==> src/design/ccfm_pkg.sv <==
// Shared types, constants and helpers of the classed contact frequency map.
// Used by every module of the block but ccfm_ram; depends on nothing.
`timescale 1ns / 1ps
package ccfm_pkg;

	localparam int MAX_ATOMS  = 256;
	localparam int IDX_W      = 8;                          // atom index width
	localparam int ACNT_W     = 9;                          // atom count, holds MAX_ATOMS
	localparam int PAIR_COUNT = MAX_ATOMS * (MAX_ATOMS - 1) / 2;
	localparam int PAIR_W     = 15;                         // pair address width
	localparam int COORD_W    = 16;
	localparam int COUNT_BITS = 24;
	localparam int FRAC_W     = 17;
	localparam int CUT_W      = 16;
	localparam int LIM_W      = 2 * CUT_W;
	localparam int N_CLASSES  = 3;
	localparam int DRAIN_CYC  = 4;                          // compare pipeline depth
	localparam int DIV_STEPS  = 16;                         // quotient bits below one
	localparam int STEP_W     = 5;

	localparam logic [CUT_W-1:0]  CUTOFF_RESET = 16'd384;
	localparam logic [FRAC_W-1:0] FRAC_ONE     = 17'h10000;

	// opcodes
	localparam logic OP_ATOM = 1'b0;
	localparam logic OP_READ = 1'b1;

	// class codes
	localparam logic [1:0] CLS_UNFOLDED = 2'd0;
	localparam logic [1:0] CLS_FOLDED   = 2'd1;
	localparam logic [1:0] CLS_OTHER    = 2'd2;
	localparam logic [1:0] CLS_SPARE    = 2'd3;

	typedef struct packed {
		logic                      opcode;
		logic signed [COORD_W-1:0] x_pos;
		logic signed [COORD_W-1:0] y_pos;
		logic signed [COORD_W-1:0] z_pos;
		logic [1:0]                frame_class;
		logic                      last_atom;
		logic [IDX_W-1:0]          pair_first;
		logic [IDX_W-1:0]          pair_second;
	} item_t;

	typedef struct packed {
		logic                  pair_valid;
		logic [COUNT_BITS-1:0] unfolded_hits;
		logic [COUNT_BITS-1:0] folded_hits;
		logic [COUNT_BITS-1:0] other_hits;
		logic [FRAC_W-1:0]     unfolded_fraction;
		logic [FRAC_W-1:0]     folded_fraction;
		logic [FRAC_W-1:0]     other_fraction;
	} result_t;

	// controller to datapath
	typedef struct packed {
		logic accept;    // capture the incoming item
		logic clr;       // write zero to the counter memories
		logic base;      // compute pair base and squared cutoff
		logic issue;     // issue one distance test
		logic store;     // write coordinates, update counts
		logic raddr;     // compute readout pair address
		logic rd_sel;    // counter memories read the readout address
		logic rload;     // load counts into the dividers
		logic div_step;  // one quotient bit per lane
	} ctrl_cmd_t;

	// datapath to controller
	typedef struct packed {
		logic clr_last;
		logic loop_done;
	} ctrl_status_t;

	function automatic logic [COUNT_BITS-1:0] sat_inc(input logic [COUNT_BITS-1:0] c);
		sat_inc = (c == {COUNT_BITS{1'b1}}) ? c : c + 1'b1;
	endfunction

endpackage

==> src/design/ccfm_ctrl.sv <==
// Controller of the contact map: clearing pass, atom loop and readout sequence.
// Depends on ccfm_pkg.
`timescale 1ns / 1ps
module ccfm_ctrl (
	input  logic                  clk,
	input  logic                  arst_n,
	input  logic                  start,
	input  logic                  opcode,
	input  ccfm_pkg::ctrl_status_t status,
	output ccfm_pkg::ctrl_cmd_t    cmd,
	output logic                  busy,
	output logic                  done
);

	typedef enum logic [10:0] {
		S_CLEAR  = 11'b000_0000_0001,
		S_IDLE   = 11'b000_0000_0010,
		S_BASE   = 11'b000_0000_0100,
		S_LOOP   = 11'b000_0000_1000,
		S_DRAIN  = 11'b000_0001_0000,
		S_STORE  = 11'b000_0010_0000,
		S_RADDR  = 11'b000_0100_0000,
		S_RISSUE = 11'b000_1000_0000,
		S_RLOAD  = 11'b001_0000_0000,
		S_DIV    = 11'b010_0000_0000,
		S_DONE   = 11'b100_0000_0000
	} state_t;

	state_t                        state_q, state_d;
	logic [ccfm_pkg::STEP_W-1:0]   step_q, step_d;

	// next state and commands
	always_comb begin
		state_d = state_q;
		step_d  = step_q;
		cmd     = '0;
		case (state_q)
			S_CLEAR: begin
				cmd.clr = 1'b1;
				if (status.clr_last) begin
					state_d = S_IDLE;
				end
			end
			S_IDLE: begin
				if (start) begin
					cmd.accept = 1'b1;
					state_d    = (opcode == ccfm_pkg::OP_READ) ? S_RADDR : S_BASE;
				end
			end
			S_BASE: begin
				cmd.base = 1'b1;
				state_d  = S_LOOP;
			end
			S_LOOP: begin
				cmd.issue = !status.loop_done;
				if (status.loop_done) begin
					state_d = S_DRAIN;
					step_d  = '0;
				end
			end
			S_DRAIN: begin
				step_d = step_q + 1'b1;
				if (step_q == ccfm_pkg::STEP_W'(ccfm_pkg::DRAIN_CYC - 1)) begin
					state_d = S_STORE;
				end
			end
			S_STORE: begin
				cmd.store = 1'b1;
				state_d   = S_IDLE;
			end
			S_RADDR: begin
				cmd.raddr = 1'b1;
				state_d   = S_RISSUE;
			end
			S_RISSUE: begin
				cmd.rd_sel = 1'b1;
				state_d    = S_RLOAD;
			end
			S_RLOAD: begin
				cmd.rd_sel = 1'b1;
				cmd.rload  = 1'b1;
				step_d     = '0;
				state_d    = S_DIV;
			end
			S_DIV: begin
				cmd.div_step = 1'b1;
				step_d       = step_q + 1'b1;
				if (step_q == ccfm_pkg::STEP_W'(ccfm_pkg::DIV_STEPS - 1)) begin
					state_d = S_DONE;
				end
			end
			S_DONE: begin
				state_d = S_IDLE;
			end
			default: begin
				state_d = S_IDLE;
			end
		endcase
	end

	always_ff @(posedge clk or negedge arst_n) begin
		if (!arst_n) begin
			state_q <= S_CLEAR;
			step_q  <= '0;
		end else begin
			state_q <= state_d;
			step_q  <= step_d;
		end
	end

	assign busy = (state_q != S_IDLE);
	assign done = (state_q == S_DONE);

endmodule

==> config.mk <==
export PLATFORM = sky130hd
export DESIGN_NAME = ccfm_ctrl
export DESIGN_NICKNAME = d
export VERILOG_FILES = /design/src/design/ccfm_pkg.sv /design/src/design/ccfm_ctrl.sv
export SDC_FILE = /design/constraint.sdc
export NUM_CORES = 1
export LEC_CHECK = 0
export ABC_AREA = 1
export ABC_CLOCK_PERIOD_IN_PS = 2020
export BUFFER_PORTS_ARGS = -buffer_cell sky130_fd_sc_hd__buf_4
export CORE_MARGIN = 2
export CORE_UTILIZATION = 54
export CTS_CLUSTER_DIAMETER = 40
export DETAILED_ROUTE_END_ITERATION = 16
export MAX_ROUTING_LAYER = met4
export PLACE_DENSITY = 0.84
export SLEW_MARGIN = 0
export SYNTH_ARGS = -nofsm -noshare
export SYNTH_HDL_FRONTEND = slang
export SYNTH_SLANG_ARGS = --single-unit
export TNS_END_PERCENT = 30
==> constraint.sdc <==
create_clock -name clk -period 2.02 [get_ports clk]
set_input_delay 0.202 -clock clk [delete_from_list [all_inputs] [get_ports clk]]
set_output_delay 0.202 -clock clk [all_outputs]
set_load 0.02 [all_outputs]
==> impl_metrics.json <==
{
  "outcome": "complete, no violations",
  "core_area_um2": 1750,
  "path_clk_slew_ps": 90,
  "critPathKind": "register to output pin",
  "multi_input_area_um2": 492,
  "drive_gt1_frac": 0.279,
  "antennaDiodeCount": 0,
  "ctsResizeCount": 0,
  "post-route-util": 0.687,
  "synth_seq_area_share": 0.397,
  "maxCapViolCount": 0,
  "grt_pass1_vias": 799,
  "gp_congestion": 0.730,
  "ant_nets": 0,
  "avgSynthCellArea_um2": 7.61,
  "die_w_um": 47.3,
  "fillerInstances": 144,
  "synthTopCellsByArea": "dfrtp_1, inv_1, nand2_1, nand3_1, nand2_4",
  "skew_ps": 3.33,
  "clock.fmax_mhz": 567,
  "ys_ff_latch": 16,
  "power_uw": 1600,
  "dr.pass1.iters": 4,
  "remaining_drc_errors": 0,
  "synth_top_area_cell": "dfrtp_1",
  "cts_htree_levels": 1,
  "dpl_cell_area_um2": 1160,
  "cts-buffers-inserted": 3,
  "crit_buf_inv": 2,
  "initialDrtViolationCount": 10,
  "hold_viol": 0,
  "synthCells": 133,
  "syn_area_um2": 1010,
  "power_density_nw_per_um2": 1340,
  "slew_violations": 0,
  "portBuffers": 16,
  "antenna_found_initial": 0,
  "dr_total_vias": 877,
  "yosysUniqueCellTypes": 23,
  "layout_common_cells": "inv_1, nand2_1, buf_4",
  "period_share": 0.874,
  "worstMarginPinSlew_ps": 411,
  "tns_ps": 0,
  "clk_latency_ps": 290,
  "viasPerCell": 4.90,
  "grt_use_total": 0.217,
  "crit_family": "simple AND/OR/NAND/NOR gates",
  "crit_slowest_cell": "dfrtp_1",
  "syn2layout_area_growth_pct": 18.5,
  "dp_hpwl_um": 1630,
  "final_common_cell": "inv_1",
  "crit_fanout": 4,
  "grt_pass1_wl_um": 3250,
  "worstPathCellList": "nor2_2 > inv_1 > nor2_1 > nand2_1 > nor2_1 > buf_4",
  "wl_um": 2040,
  "start_util": 0.580,
  "synth_top_area_frac": 0.371,
  "die_h_um": 47.3,
  "routedWlPerCell_um": 11.4,
  "cpMostUsedCell": "nor2_1",
  "cts.sinks": 16,
  "finalNetCount": 163,
  "design_area_um2": 1200,
  "die_area_um2": 2240,
  "cts_root_buf": "clkbuf_4",
  "power_leakage_uw": 0.000727,
  "end_kind": "output pin",
  "hold_path_class": "input port to register",
  "arrival_ps": 1560,
  "finalSetupViolCount": 0,
  "cts_tree": "yes",
  "worst-endpoint-required_ps": 1820,
  "ys_warn_count": 0,
  "io_pins": 17,
  "ff_latch_area_um2": 402,
  "grt-ovfl-total": 0,
  "rsz0062_at_grt": "false",
  "relSlewSlack": 0.724,
  "crit_path_max_incr_delay_ps": 420,
  "grt_max_degree": 17,
  "cts_buffer_depth": 2,
  "cp-start-kind": "register",
  "synth.net_count": 141,
  "fin_crit_ps": 1760,
  "rows": 15,
  "vdd_drop_max_uv": 787
}
-- power breakdown --
group          internal (uW)  switching, uW  total (uW)
registers                419           83.2         502
logic                    333            593         925
clock network           76.8           99.9         177
total                    829            776        1600
-- cells in the mapped netlist --
library cell	number
or2_0	1
ha_1	2
nor3_1	7
nor2_1	12
nand2_2	5
and3_2	1
o21bai_1	1
nor2_2	7
nand2_1	23
nor2_8	1
nand2_4	4
o22ai_1	2
dfrtp_1	15
xor2_1	1
nand3_1	11
nor4_1	1
inv_4	1
inv_1	30
o21ai_0	3
nor2_4	2
a21oi_2	1
dfstp_2	1
nand3_2	1
-- stage by stage --
| step | setup WS (ps) | hold WS (ps) | cells |
|---|---|---|---|
| floorplan | 507 | -93.6 | 133 |
| global placement | 517 | 66.3 | 174 |
| detailed placement | 441 | 71.2 | 174 |
| CTS | 271 | 171 | 179 |
| global route | 161 | 191 | 179 |
| finish | 255 | 168 | 179 |
-- sequential cells by signal, summed over array words and instances, names as in the netlist --
| register | flops |
|---|---|
| step_q | 5 |
| state_q | 11 |
-- worst register-to-register path: stages (launching register included) --
cell and delay (ps):
dfrtp_1 410, ha_1 180, inv_1 50, nor3_1 190, ha_1 170, inv_1 40, nand3_1 90, nand2_1 70
nor2_2 140, nand2_2 90, o21bai_1 120
-- logic make-up after synthesis --
logic type | after synthesis | synth area share
adder cells (fa/ha/maj) | 2 | 0.0247
XOR/XNOR | 1 | 0.00865
buffers and inverters | 31 | 0.117
AO/OA/AOI/OAI | 7 | 0.0433
AND/OR/NAND/NOR | 76 | 0.409
flip-flops | 16 | 0.397
-- final cells by class --
type | count | share of cell area
multi-input combinational | 86 | 0.410
sequential | 16 | 0.335
timing repair buffer | 17 | 0.108
inverter | 31 | 0.0991
tap | 25 | 0.0261
clock buffer | 4 | 0.0219
-- routing by layer --
| layer | global-route usage | share of wire | vias to the layer above |
|---|---|---|---|
| li1 | - | - | 449 |
| met5 | - | 0 | - |
| met1 | 0.246 | 0.43 | 411 |
| met4 | 0.0667 | 0.012 | 0 |
| met2 | 0.389 | 0.53 | 13 |
| met3 | 0.0269 | 0.029 | 4 |
-- path summary, 6_finish.rpt --
kind / start / endpoint / depth (start not counted) / slack, ps
min: opcode / state_q[2] / 3 / 170
min in group asynchronous: arst_n / step_q[0] / 2 / 300
max: state_q[3] / cmd[8] / 6 / 260
min reg2reg: step_q[1] / step_q[1] / 2 / 550
max reg2reg: step_q[0] / state_q[1] / 10 / 390
max in group asynchronous: arst_n / state_q[0] / 2 / 1470
-- what timing repair did --
item	4_1_cts	5_1_grt
hold buffers	1	0
endpoints found under the hold margin	16	0
buffers inserted	0	0
Power figures use the tool's default switching activity.
